===== src/design/mrm_pkg.sv =====
// ----------------------------------------------------------------------------
// Modbus RTU read master package
// Beat types, sizing constants, state encoding and the CRC-16 byte update.
// ----------------------------------------------------------------------------
package mrm_pkg;

  localparam int MaxFrame   = 32;
  localparam int MaxRegs    = 16;
  localparam int CountCap   = (MaxRegs > 16) ? 16 : ((MaxRegs < 1) ? 1 : MaxRegs);
  localparam int PosW       = $clog2(MaxFrame + 1);
  localparam int PosExtW    = 7;
  localparam int StoreDepth = 16;
  localparam int StoreAw    = $clog2(StoreDepth);
  localparam int TxIdxW     = 3;

  localparam logic [15:0]       CrcPoly   = 16'hA001;
  localparam logic [15:0]       CrcInit   = 16'hFFFF;
  localparam logic [TxIdxW-1:0] TxCrcLo   = 3'd6;
  localparam logic [TxIdxW-1:0] TxLastIdx = 3'd7;

  typedef enum logic [1:0] {
    KIND_TX     = 2'd0,
    KIND_WORD   = 2'd1,
    KIND_REJECT = 2'd2
  } out_kind_t;

  typedef enum logic [2:0] {
    ST_IDLE,
    ST_TX,
    ST_RD,
    ST_WORD,
    ST_REJ
  } state_t;

  typedef struct packed {
    logic        req_type;
    logic [7:0]  slave_address;
    logic [7:0]  function_code;
    logic [15:0] start_address;
    logic [4:0]  reg_count;
    logic [7:0]  rx_byte;
    logic        rx_last;
  } in_item_t;

  typedef struct packed {
    out_kind_t   out_kind;
    logic [7:0]  tx_byte;
    logic [15:0] reg_value;
    logic [3:0]  reg_index;
    logic        frame_ok;
    logic        last;
  } res_item_t;

  function automatic logic [15:0] crc_feed(input logic [15:0] crc, input logic [7:0] b);
    logic [15:0] c;
    c = crc ^ {8'h00, b};
    for (int k = 0; k < 8; k++) begin
      c = c[0] ? ((c >> 1) ^ CrcPoly) : (c >> 1);
    end
    return c;
  endfunction

endpackage


===== src/design/mrm_ram.sv =====
// ----------------------------------------------------------------------------
// Modbus RTU read master register store
// Single write port, single read port, registered read data.
// ----------------------------------------------------------------------------
module mrm_ram #(
  parameter int Width = 16,
  parameter int Depth = 16,
  parameter int Aw    = $clog2(Depth)
) (
  input  logic             clk,
  input  logic             we,
  input  logic [Aw-1:0]    waddr,
  input  logic [Width-1:0] wdata,
  input  logic             re,
  input  logic [Aw-1:0]    raddr,
  output logic [Width-1:0] rdata
);

  logic [Width-1:0] mem [Depth];
  logic [Width-1:0] rdata_r;

  always_ff @(posedge clk) begin
    if (we) begin
      mem[waddr] <= wdata;
    end
  end

  always_ff @(posedge clk) begin
    if (re) begin
      rdata_r <= mem[raddr];
    end
  end

  assign rdata = rdata_r;

endmodule


===== src/design/mrm_ctrl.sv =====
// ----------------------------------------------------------------------------
// Modbus RTU read master control
// Request framing, response parsing with CRC check, word readout sequencing.
// ----------------------------------------------------------------------------
module mrm_ctrl (
  input  logic                       clk,
  input  logic                       rst_n,
  input  logic                       in_valid,
  output logic                       in_ready,
  input  mrm_pkg::in_item_t          in_data,
  output logic                       res_valid,
  input  logic                       res_ready,
  output mrm_pkg::res_item_t         res_data,
  output logic                       ram_we,
  output logic [mrm_pkg::StoreAw-1:0] ram_waddr,
  output logic [15:0]                ram_wdata,
  output logic                       ram_re,
  output logic [mrm_pkg::StoreAw-1:0] ram_raddr,
  input  logic [15:0]                ram_rdata
);

  localparam int PosW    = mrm_pkg::PosW;
  localparam int PosExtW = mrm_pkg::PosExtW;
  localparam int Aw      = mrm_pkg::StoreAw;

  mrm_pkg::state_t state_r, state_nxt;

  logic [7:0]                  exp_addr_r, exp_addr_nxt;
  logic [7:0]                  exp_func_r, exp_func_nxt;
  logic [4:0]                  exp_cnt_r, exp_cnt_nxt;
  logic [15:0]                 sa_r, sa_nxt;
  logic [mrm_pkg::TxIdxW-1:0]  tx_idx_r, tx_idx_nxt;
  logic [15:0]                 tx_crc_r, tx_crc_nxt;
  logic [PosW-1:0]             pos_r, pos_nxt;
  logic [15:0]                 crc_r, crc_nxt;
  logic [15:0]                 tail_r, tail_nxt;
  logic [7:0]                  bc_r, bc_nxt;
  logic                        ovl_r, ovl_nxt;
  logic                        hdr_r, hdr_nxt;
  logic [Aw-1:0]               wi_r, wi_nxt;

  logic                        in_acc, res_acc;
  logic [7:0]                  rx_b;
  logic                        pos_full;
  logic [PosW-1:0]             pos_e;
  logic [15:0]                 crc_e, tail_e;
  logic [7:0]                  bc_e;
  logic                        ovl_e, hdr_e;
  logic                        frame_ok;
  logic [4:0]                  cnt_clamp;
  logic [PosExtW-1:0]          off_ext;
  logic [PosExtW-2:0]          wi_ext;
  logic [7:0]                  tx_b;
  logic                        word_last;

  assign in_acc  = in_valid && in_ready;
  assign res_acc = res_valid && res_ready;
  assign rx_b    = in_data.rx_byte;

  // response byte update
  always_comb begin
    pos_full = (pos_r >= PosW'(mrm_pkg::MaxFrame));
    pos_e    = pos_r;
    crc_e    = crc_r;
    tail_e   = tail_r;
    bc_e     = bc_r;
    hdr_e    = hdr_r;
    ovl_e    = ovl_r;
    if (pos_full) begin
      ovl_e = 1'b1;
    end else begin
      if (pos_r >= PosW'(2)) begin
        crc_e = mrm_pkg::crc_feed(crc_r, tail_r[15:8]);
      end
      tail_e = {tail_r[7:0], rx_b};
      if ((pos_r == PosW'(0)) && (rx_b != exp_addr_r)) hdr_e = 1'b1;
      if ((pos_r == PosW'(1)) && (rx_b != exp_func_r)) hdr_e = 1'b1;
      if (pos_r == PosW'(2)) bc_e = rx_b;
      pos_e = pos_r + PosW'(1);
    end
    frame_ok = !ovl_e && !hdr_e && (pos_e >= PosW'(5)) &&
               (9'(pos_e) == (9'(bc_e) + 9'd5)) &&
               ({1'b0, bc_e} >= {3'b000, exp_cnt_r, 1'b0}) &&
               (tail_e[15:8] == crc_e[7:0]) && (tail_e[7:0] == crc_e[15:8]);
  end

  // register store write
  always_comb begin
    off_ext   = PosExtW'(pos_r) - PosExtW'(3);
    wi_ext    = off_ext[PosExtW-1:1];
    ram_we    = in_acc && in_data.req_type && !pos_full && (pos_r >= PosW'(3)) &&
                (wi_ext < (PosExtW-1)'(mrm_pkg::StoreDepth));
    ram_waddr = wi_ext[Aw-1:0];
    ram_wdata = off_ext[0] ? {tail_r[7:0], rx_b} : {rx_b, 8'h00};
  end

  always_comb begin
    cnt_clamp = in_data.reg_count;
    if (cnt_clamp == 5'd0) begin
      cnt_clamp = 5'd1;
    end else if (cnt_clamp > 5'(mrm_pkg::CountCap)) begin
      cnt_clamp = 5'(mrm_pkg::CountCap);
    end
  end

  always_comb begin
    unique case (tx_idx_r)
      3'd0:    tx_b = exp_addr_r;
      3'd1:    tx_b = exp_func_r;
      3'd2:    tx_b = sa_r[15:8];
      3'd3:    tx_b = sa_r[7:0];
      3'd4:    tx_b = 8'h00;
      3'd5:    tx_b = {3'b000, exp_cnt_r};
      3'd6:    tx_b = tx_crc_r[7:0];
      default: tx_b = tx_crc_r[15:8];
    endcase
  end

  assign word_last = ((5'(wi_r) + 5'd1) == exp_cnt_r);

  // datapath next values
  always_comb begin
    exp_addr_nxt = exp_addr_r;
    exp_func_nxt = exp_func_r;
    exp_cnt_nxt  = exp_cnt_r;
    sa_nxt       = sa_r;
    tx_idx_nxt   = tx_idx_r;
    tx_crc_nxt   = tx_crc_r;
    pos_nxt      = pos_r;
    crc_nxt      = crc_r;
    tail_nxt     = tail_r;
    bc_nxt       = bc_r;
    ovl_nxt      = ovl_r;
    hdr_nxt      = hdr_r;
    wi_nxt       = wi_r;
    if (in_acc) begin
      if (!in_data.req_type || in_data.rx_last) begin
        pos_nxt  = '0;
        crc_nxt  = mrm_pkg::CrcInit;
        tail_nxt = '0;
        bc_nxt   = '0;
        ovl_nxt  = 1'b0;
        hdr_nxt  = 1'b0;
        wi_nxt   = '0;
      end else begin
        pos_nxt  = pos_e;
        crc_nxt  = crc_e;
        tail_nxt = tail_e;
        bc_nxt   = bc_e;
        ovl_nxt  = ovl_e;
        hdr_nxt  = hdr_e;
      end
      if (!in_data.req_type) begin
        exp_addr_nxt = in_data.slave_address;
        exp_func_nxt = in_data.function_code;
        exp_cnt_nxt  = cnt_clamp;
        sa_nxt       = in_data.start_address;
        tx_idx_nxt   = '0;
        tx_crc_nxt   = mrm_pkg::CrcInit;
      end
    end
    if (res_acc && (state_r == mrm_pkg::ST_TX)) begin
      tx_idx_nxt = tx_idx_r + 3'd1;
      if (tx_idx_r < mrm_pkg::TxCrcLo) begin
        tx_crc_nxt = mrm_pkg::crc_feed(tx_crc_r, tx_b);
      end
    end
    if (res_acc && (state_r == mrm_pkg::ST_WORD)) begin
      wi_nxt = wi_r + Aw'(1);
    end
  end

  // next state
  always_comb begin
    state_nxt = state_r;
    unique case (state_r)
      mrm_pkg::ST_IDLE: begin
        priority if (in_acc && !in_data.req_type) state_nxt = mrm_pkg::ST_TX;
        else if (in_acc && in_data.rx_last) begin
          state_nxt = frame_ok ? mrm_pkg::ST_RD : mrm_pkg::ST_REJ;
        end else begin
          state_nxt = mrm_pkg::ST_IDLE;
        end
      end
      mrm_pkg::ST_TX: begin
        if (res_acc && (tx_idx_r == mrm_pkg::TxLastIdx)) state_nxt = mrm_pkg::ST_IDLE;
      end
      mrm_pkg::ST_RD: state_nxt = mrm_pkg::ST_WORD;
      mrm_pkg::ST_WORD: begin
        if (res_acc) state_nxt = word_last ? mrm_pkg::ST_IDLE : mrm_pkg::ST_RD;
      end
      mrm_pkg::ST_REJ: begin
        if (res_acc) state_nxt = mrm_pkg::ST_IDLE;
      end
      default: state_nxt = mrm_pkg::ST_IDLE;
    endcase
  end

  // outputs
  always_comb begin
    in_ready           = 1'b0;
    res_valid          = 1'b0;
    ram_re             = 1'b0;
    ram_raddr          = wi_r;
    res_data.out_kind  = mrm_pkg::KIND_TX;
    res_data.tx_byte   = 8'h00;
    res_data.reg_value = 16'h0000;
    res_data.reg_index = 4'h0;
    res_data.frame_ok  = 1'b0;
    res_data.last      = 1'b0;
    unique case (state_r)
      mrm_pkg::ST_IDLE: in_ready = 1'b1;
      mrm_pkg::ST_TX: begin
        res_valid        = 1'b1;
        res_data.tx_byte = tx_b;
        res_data.last    = (tx_idx_r == mrm_pkg::TxLastIdx);
      end
      mrm_pkg::ST_RD: ram_re = 1'b1;
      mrm_pkg::ST_WORD: begin
        res_valid          = 1'b1;
        res_data.out_kind  = mrm_pkg::KIND_WORD;
        res_data.reg_value = ram_rdata;
        res_data.reg_index = 4'(wi_r);
        res_data.frame_ok  = 1'b1;
        res_data.last      = word_last;
      end
      mrm_pkg::ST_REJ: begin
        res_valid         = 1'b1;
        res_data.out_kind = mrm_pkg::KIND_REJECT;
        res_data.last     = 1'b1;
      end
      default: in_ready = 1'b0;
    endcase
  end

  always_ff @(posedge clk) begin
    if (!rst_n) begin
      state_r    <= mrm_pkg::ST_IDLE;
      exp_addr_r <= '0;
      exp_func_r <= '0;
      exp_cnt_r  <= 5'd1;
      sa_r       <= '0;
      tx_idx_r   <= '0;
      tx_crc_r   <= mrm_pkg::CrcInit;
      pos_r      <= '0;
      crc_r      <= mrm_pkg::CrcInit;
      tail_r     <= '0;
      bc_r       <= '0;
      ovl_r      <= 1'b0;
      hdr_r      <= 1'b0;
      wi_r       <= '0;
    end else begin
      state_r    <= state_nxt;
      exp_addr_r <= exp_addr_nxt;
      exp_func_r <= exp_func_nxt;
      exp_cnt_r  <= exp_cnt_nxt;
      sa_r       <= sa_nxt;
      tx_idx_r   <= tx_idx_nxt;
      tx_crc_r   <= tx_crc_nxt;
      pos_r      <= pos_nxt;
      crc_r      <= crc_nxt;
      tail_r     <= tail_nxt;
      bc_r       <= bc_nxt;
      ovl_r      <= ovl_nxt;
      hdr_r      <= hdr_nxt;
      wi_r       <= wi_nxt;
    end
  end

endmodule


===== src/design/modbus_rtu_read_master.sv =====
// ----------------------------------------------------------------------------
// Modbus RTU read master
// Builds read requests with CRC-16 and checks responses, unpacking the
// register words of a good frame from the register store.
// ----------------------------------------------------------------------------
// Usage:
//   in_*  : one beat is a request (req_type 0) or one response byte
//           (req_type 1, rx_last on the frame's final byte).
//   out_* : result beats: 8 transmit bytes per request, then on a response's
//           final byte either one word per register asked for or a single
//           reject beat. last flags the final beat of each burst.
// Sequencing:
//   A response byte that is not final is absorbed without leaving idle. Each
//   word is read from the register store (read state, then word state), and
//   every result beat passes through the output register.
//   Input is not taken while a burst is being produced.
// Reset: synchronous rst_n clears the parser, CRC and expected header; the
//   register store is not cleared and needs no clearing pass.
// Stall: with out_ready low the output register holds its beat and the
//   sequencer waits; nothing is dropped.
// ----------------------------------------------------------------------------
module modbus_rtu_read_master (
  input  logic               clk,
  input  logic               rst_n,
  input  logic               in_valid,
  output logic               in_ready,
  input  mrm_pkg::in_item_t  in_data,
  output logic               out_valid,
  input  logic               out_ready,
  output mrm_pkg::res_item_t out_data
);

  logic                         res_valid;
  logic                         res_ready;
  mrm_pkg::res_item_t           res_data;
  logic                         ram_we;
  logic [mrm_pkg::StoreAw-1:0]  ram_waddr;
  logic [15:0]                  ram_wdata;
  logic                         ram_re;
  logic [mrm_pkg::StoreAw-1:0]  ram_raddr;
  logic [15:0]                  ram_rdata;

  logic                         out_valid_r;
  mrm_pkg::res_item_t           out_data_r;

  mrm_ctrl u_ctrl (
    .clk       (clk),
    .rst_n     (rst_n),
    .in_valid  (in_valid),
    .in_ready  (in_ready),
    .in_data   (in_data),
    .res_valid (res_valid),
    .res_ready (res_ready),
    .res_data  (res_data),
    .ram_we    (ram_we),
    .ram_waddr (ram_waddr),
    .ram_wdata (ram_wdata),
    .ram_re    (ram_re),
    .ram_raddr (ram_raddr),
    .ram_rdata (ram_rdata)
  );

  mrm_ram #(
    .Width (16),
    .Depth (mrm_pkg::StoreDepth)
  ) u_store (
    .clk   (clk),
    .we    (ram_we),
    .waddr (ram_waddr),
    .wdata (ram_wdata),
    .re    (ram_re),
    .raddr (ram_raddr),
    .rdata (ram_rdata)
  );

  assign res_ready = !out_valid_r || out_ready;

  always_ff @(posedge clk) begin
    if (!rst_n) begin
      out_valid_r <= 1'b0;
    end else if (res_ready) begin
      out_valid_r <= res_valid;
    end
  end

  always_ff @(posedge clk) begin
    if (res_valid && res_ready) begin
      out_data_r <= res_data;
    end
  end

  assign out_valid = out_valid_r;
  assign out_data  = out_data_r;

endmodule


===== config.mk =====
export PLATFORM = sky130hd
export DESIGN_NAME = modbus_rtu_read_master
export DESIGN_NICKNAME = d
export VERILOG_FILES = /design/src/design/mrm_pkg.sv /design/src/design/mrm_ram.sv /design/src/design/mrm_ctrl.sv /design/src/design/modbus_rtu_read_master.sv
export SDC_FILE = /design/constraint.sdc
export NUM_CORES = 1
export LEC_CHECK = 0
export ABC_CLOCK_PERIOD_IN_PS = 5800
export BUFFER_PORTS_ARGS = -buffer_cell sky130_fd_sc_hd__buf_2
export CAP_MARGIN = 20
export CORE_UTILIZATION = 61
export CTS_CLUSTER_SIZE = 10
export DETAILED_ROUTE_END_ITERATION = 6
export GPL_TIMING_DRIVEN = 0
export PLACE_DENSITY = 0.79
export SYNTH_ARGS = -nofsm -noshare
export SYNTH_HDL_FRONTEND = slang
export SYNTH_SLANG_ARGS = --single-unit

===== constraint.sdc =====
create_clock -name clk -period 5.8 [get_ports clk]
set_input_delay 0.29 -clock clk [delete_from_list [all_inputs] [get_ports clk]]
set_output_delay 0.29 -clock clk [all_outputs]
set_load 0.03 [all_outputs]

Word-level counts from Yosys, hierarchy flattened. Memories as Yosys holds them, arrays and structs flattened. A register that Yosys moved wholly into a read port is not among the register bits. Index checks and enable logic that the tools add are counted.

Equality and inequality tests: 23. Order comparisons: 8. Reduce and logical (&&, ||, !) cells: 38. Multiplexer cells: 62. Bitwise gates (word level): 19. Add/subtract/negate cells: 6.

Operators with widths (count): 2-to-1 mux 16 bit (26); one-hot mux 8 bit (7 select lines) (1); NOT 2 -> 3 bit (16); bitwise XOR 16 x 8 -> 16 bit (2); 2-to-1 mux 3 bit (9); 2-to-1 mux 8 bit (3); logical AND 1 bit (19); == test 8 bit (2); != test 8 bit (2); == test 3 bit (second input constant) (5); one-hot mux 3 bit (5 select lines) (1); == test 3 x 2 -> 1 bit (second input constant) (4); >= comparator 6 x 2 -> 1 bit (second input constant) (2); 2-to-1 mux 1 bit (12); 2-to-1 mux 4 bit (3); 2-to-1 mux 6 bit (2); 2-to-1 mux 5 bit (2); adder 8 x 3 -> 9 bit (second input constant) (1); == test 6 x 9 -> 1 bit (1); >= comparator 8 x 6 -> 1 bit (1); subtractor 6 x 2 -> 7 bit (second input constant) (1); adder 6 x 1 -> 6 bit (second input constant) (1); == test 3 x 1 -> 1 bit (second input constant) (2); == test 6 x 1 -> 1 bit (second input constant) (1); other kinds (25) (37).

Memories kept: 1. Bits in registers: 144. Memory bits (writable): 256. Input port bits: 51. Logic and storage cells: 178. Output and inout port bits: 34.

Memory list: u_store.mem (words 16, width 16, read ports 1, clocked after memory_dff 1, wr ports 1, line mrm_ram.sv:19) `logic [Width-1:0] mem [Depth];`.

Logic depth before layout (Yosys ltp).
Depth after elaboration: 26. Mapped depth: 18. Mapped depth without buffers: 15.

Cells and area by module. From an unflattened synthesis, not the netlist that was laid out.

Cell total of the unflattened synthesis: 1320. Area, all modules: 18201.2 um^2.

Modules (own cells, without submodules): mrm_ram (seq. area each 8167.8 um^2, area an instance 10202.3 um^2, instances 1, cells each 432); mrm_ctrl (seq. area each 2222.1 um^2, area an instance 6980.4 um^2, instances 1, cells each 851); modbus_rtu_read_master (seq. area each 980.9 um^2, area an instance 1018.5 um^2, instances 1, cells each 37).

Worst setup path after synthesis. Ideal clock, no wire load.

Kind: reg-to-reg. Start: register u_ctrl.pos_r[0]. End: register u_ctrl.state_r[2]. Clock period less this slack: 4.726 ns. Data arrival time: 4.606 ns. Cell stages (with the launch flop): 19. Data required time: 5.680 ns. Setup slack: 1.074 ns. Library setup time: 0.120 ns. Cells stage by stage: dfxtp_1 clkbuf_1 clkbuf_1 inv_1 ha_1 nand2b_1 nand3_2 buf_1 mux2i_1 inv_1 ha_1 xor2_1 nor3_1 nand3_1 or4_1 or4_1 or3_1 or4_1 o31a_1.

Word-level cells in the longest chain between the ends: 16.

Ends and longest elaborated chain: from (decl) (line mrm_ctrl.sv:34) `logic [PosW-1:0] pos_r, pos_nxt;`; from (signal assigned) (line mrm_ctrl.sv:260) `pos_r <= pos_nxt;`; parallel branches: the longest is 11 deep, another holds adder 8 x 3 -> 9 bit; logical AND 1 bit (*) (line mrm_ctrl.sv:84) `(tail_e[15:8] == crc_e[7:0]) && (tail_e[7:0] == crc_e[15:8]);`; 2-to-1 mux 3 bit (*) (line mrm_ctrl.sv:180) `state_nxt = frame_ok ? mrm_pkg::ST_RD : mrm_pkg::ST_REJ;`; 2-to-1 mux 3 bit (*) (line mrm_ctrl.sv:179) `else if (in_acc && in_data.rx_last) begin`; 2-to-1 mux 3 bit (*) (line mrm_ctrl.sv:178) `priority if (in_acc && !in_data.req_type) state_nxt = mrm_pkg::ST_TX;`; one-hot mux 3 bit (5 select lines) (*) (line mrm_ctrl.sv:176) `unique case (state_r)`; to (signal assigned) (line mrm_ctrl.sv:238) `state_r <= mrm_pkg::ST_IDLE;`; to (signal assigned) (line mrm_ctrl.sv:253) `state_r <= state_nxt;`; to (decl) (line mrm_ctrl.sv:26) `mrm_pkg::state_t state_r, state_nxt;`.

Every way passes the cells marked *. A chain may end at the register's enable or synchronous reset.

Worst setup path in the final report.
Start: register u_ctrl.pos_r[0]. End: register u_ctrl.state_r[1].

The elaborated chain is that of the path after synthesis.

==> results.cfg <==
[detailed_routing]
antenna_left = 0
routed_wl_mm = 50.2
drtPass1Iterations = 6
wl_per_cell_um = 26.6
initialDrtViolationCount = 1752
viasPerCell = 6.56
drc_errors = 0
vias = 12400

[sta]
whs_ns = 0.00444
hold_viol = 0
final-max-slew-violation-count = 0
finClkSkew_ns = 0.0287
setup_viol = 0
worst_slack_ns = 0.227
fin_crit_ns = 5.57
max_freq_ghz = 0.179
fin_crit_sh_pct = 96.1
slew_headroom_pct = 24.4
grt_setup_unrepaired = false
worst_slew_pin_slew_ns = 1.13

[global_route]
grt_pass1_vias = 12700
grt_pass1_wl_mm = 75.1
grt_max_degree = 22
grt_use_total_pct = 33.3
grt.overflow.total = 0
antenna_found_initial = 0

[synth]
synth_area_leaders = edfxtp_1 50%, dfxtp_1 12%, mux4_2 9.9%
ys_seq_area_share_pct = 62.1
synth_seq_cells = 415
async_flop_share_pct = 0
synth_cell_types = 65
syn_area_per_cell_um2 = 13.9
yosysWarnings = 0
synth_top_area_cell = edfxtp_1
syn-cell-area_mm2 = 0.0183
synth_top_area_share_pct = 49.8
synth_edf_count = 303
syn_inst = 1315
ys.flop_type = edfxtp_1
syn-num-nets = 1384

[place]
routabilityCongestion = 0.922
dp_hpwl_mm = 31.8
io_buffers = 76
pre_cts_ws_ns = -0.130

[power_and_ir_drop]
clock_power_share_pct = 41.9
p_sw_mw = 1.44
seq_power_share_pct = 51.4
intPower_mw = 4.88
swShare_pct = 22.8
peakVddDrop_v = 0.000264
p_leak_nw = 7.14
powerDensity_mw_per_mm2 = 300
combPwrFrac_pct = 6.7

[setup_path]
crit_family = simple AND/OR/NAND/NOR gates
crit_path_max_fanout = 15
cp.arrival_ns = 6.04
critical_path_buf_inv_count = 4
cp_slowest_stage_delay_ns = 0.53
required_ns = 6.27
worstSetupPathType = reg -> reg
path_cells = clkbuf_2, clkbuf_2, inv_1, ha_1, nand2b_1, nand3_2, mux2i_1, inv_1, ha_1, xor2_1, nor3_1, nand3_1, or4_1, or4_1, or3_1, or4_1, o31ai_1
cp-start-kind = register
end_kind = register
cpMostUsedCell = or4_1
cpMaxStageDelayCell = or4_1

[cts]
numCtsBuffers = 47
cts_sinks = 415
clk_latency_ns = 0.58
clock_path_buffers = 3
cts_tree = done
cts_root_buf = clkbuf_16
clk_pin_slew_ns = 0.06
cts_htree_levels = 2

[floorplan]
start_util_pct = 61.8
core_mm2 = 0.0296
dieArea_mm2 = 0.0307
rows = 63
die_w_um = 175
dieHeight_um = 175
io_pins = 85

[layout]
layout_commonest_cell = edfxtp_1
layout.nets = 1557
drive_above_1_share_pct = 18.8
diodes = 0
layout_common_cells = 303 x edfxtp_1, 151 x nand2_1, 112 x dfxtp_1
syn2layout_area_growth_pct = 15.5

[worst_hold_path]
hold_class = in -> reg

[run]
maxCapViolations = 0

[outcome]
outcome = finished, final reports clean
power by group through the flow:
stage,logic [mW],clock network (mW),registers [mW]
global route,0.458,2.75,3.25
finish,0.425,2.65,3.25
floorplan,0.265,0,3.32
global placement,0.382,0,3.31
CTS,0.417,2.65,3.25
detailed placement,0.399,0,3.31
final cells by class:
class | count | area (um^2)
timing repair buffer | 125 | 985
tap | 390 | 488
clock inverter | 3 | 70.1
multi-input combinational | 789 | 6550
inverter | 23 | 86.3
clock buffer | 59 | 1240
sequential | 415 | 11300
fill | 1860 | 8450
buffer | 87 | 348
timing repair:
action / in CTS / in global routing
setup endpoints to repair: 2 / 2
pin swaps: 0 / 0
hold endpoints to repair: 27 / 1
hold buffers: 27 / 1
buffers inserted: 0 / 0
gates resized for setup: 1 / 2
sequential cells by signal, summed over array words and instances, names as in the netlist, 3 cells and up:
signal and cells:
u_store.rdata 16, u_ctrl.exp_addr_r 8, u_ctrl.tx_idx_r 3, u_ctrl.state_r 3
u_ctrl.crc_r 16, u_ctrl.pos_r 6, u_ctrl.sa_r 16, u_ctrl.exp_cnt_r 5
u_ctrl.tail_r 16, u_ctrl.exp_func_r 8, u_ctrl.tx_crc_r 16, out_data 31
u_store.mem 256, u_ctrl.ram_raddr 4, u_ctrl.bc_r 8
cell usage after synthesis (all sizes together) (6+ instances only):
cell    instances
edfxtp        303
nand2         151
dfxtp         112
mux4           80
clkbuf         72
xnor2          60
nor2           45
a21boi         39
nor2b          39
o21ai          38
and2           37
a22oi          27
a21oi          24
xor2           24
inv            23
o22ai          22
ha             18
mux2i          18
mux2           17
nand3          17
buf            16
nor3           15
o211ai         15
a222oi          7
nand4           6
nor4            6
layer usage:
metal | track usage [%] | vias to the layer above | part of all wire [%]
li1 | - | 5304 | -
met1 | 43.4 | 6115 | 37
met2 | 54.4 | 797 | 48
met3 | 5.64 | 191 | 9.2
met4 | 16.3 | 0 | 5.0
met5 | 0 | - | 0
worst reg2reg max path, delay by kind of cell, from the launching register on:
kind                       cells  cell delay, ns
and+or+nand+nor                8            2.57
buffers and inverters          4            0.91
adders and majority gates      2            0.64
DFF                            1            0.45
muxes                          1            0.43
AOI/OAI and AO/OA              1            0.32
xor gates and xnor gates       1            0.15
logic make-up (layout without fill, tap and decap cells):
| logic type | Yosys count | in the layout | synth area share, % |
|---|---|---|---|
| AO/OA/AOI/OAI | 223 | 223 | 8.53 |
| XOR/XNOR | 89 | 89 | 4.68 |
| adder cells (fa/ha/maj) | 18 | 18 | 1.23 |
| buffers and inverters | 111 | 297 | 2.38 |
| flip-flops | 415 | 415 | 62.1 |
| multiplexers | 115 | 115 | 11.9 |
| AND/OR/NAND/NOR | 344 | 344 | 9.20 |
path summary, 6_finish.rpt:
kind | from | to | slack (ns) | cells past startpoint
worst max-delay path | u_ctrl.pos_r[0] | u_ctrl.state_r[1] | 0.23 | 17
worst min-delay path | in_data[28] | u_ctrl.sa_r[14] | 0.004 | 3
worst max register to register | u_ctrl.pos_r[0] | u_ctrl.state_r[1] | 0.23 | 17
worst min register to register | u_ctrl.sa_r[13] | u_ctrl.sa_r[13] | 0.47 | 2
through the flow:
step | TNS [ns] | instance area, um^2 | power, mW | std cells | utilization [%]
global placement | -0.120 | 19100 | 3.69 | 1781 | 64.8
CTS | 0 | 21100 | 6.32 | 1888 | 71.2
global route | 0 | 21100 | 6.46 | 1891 | 71.4
detailed placement | -0.221 | 19500 | 3.71 | 1799 | 65.9
floorplan | 0 | 18300 | 3.58 | 1315 | -
finish | 0 | 21100 | 6.32 | 1891 | 71.4
No activity file was read; power rests on OpenSTA's default activity.
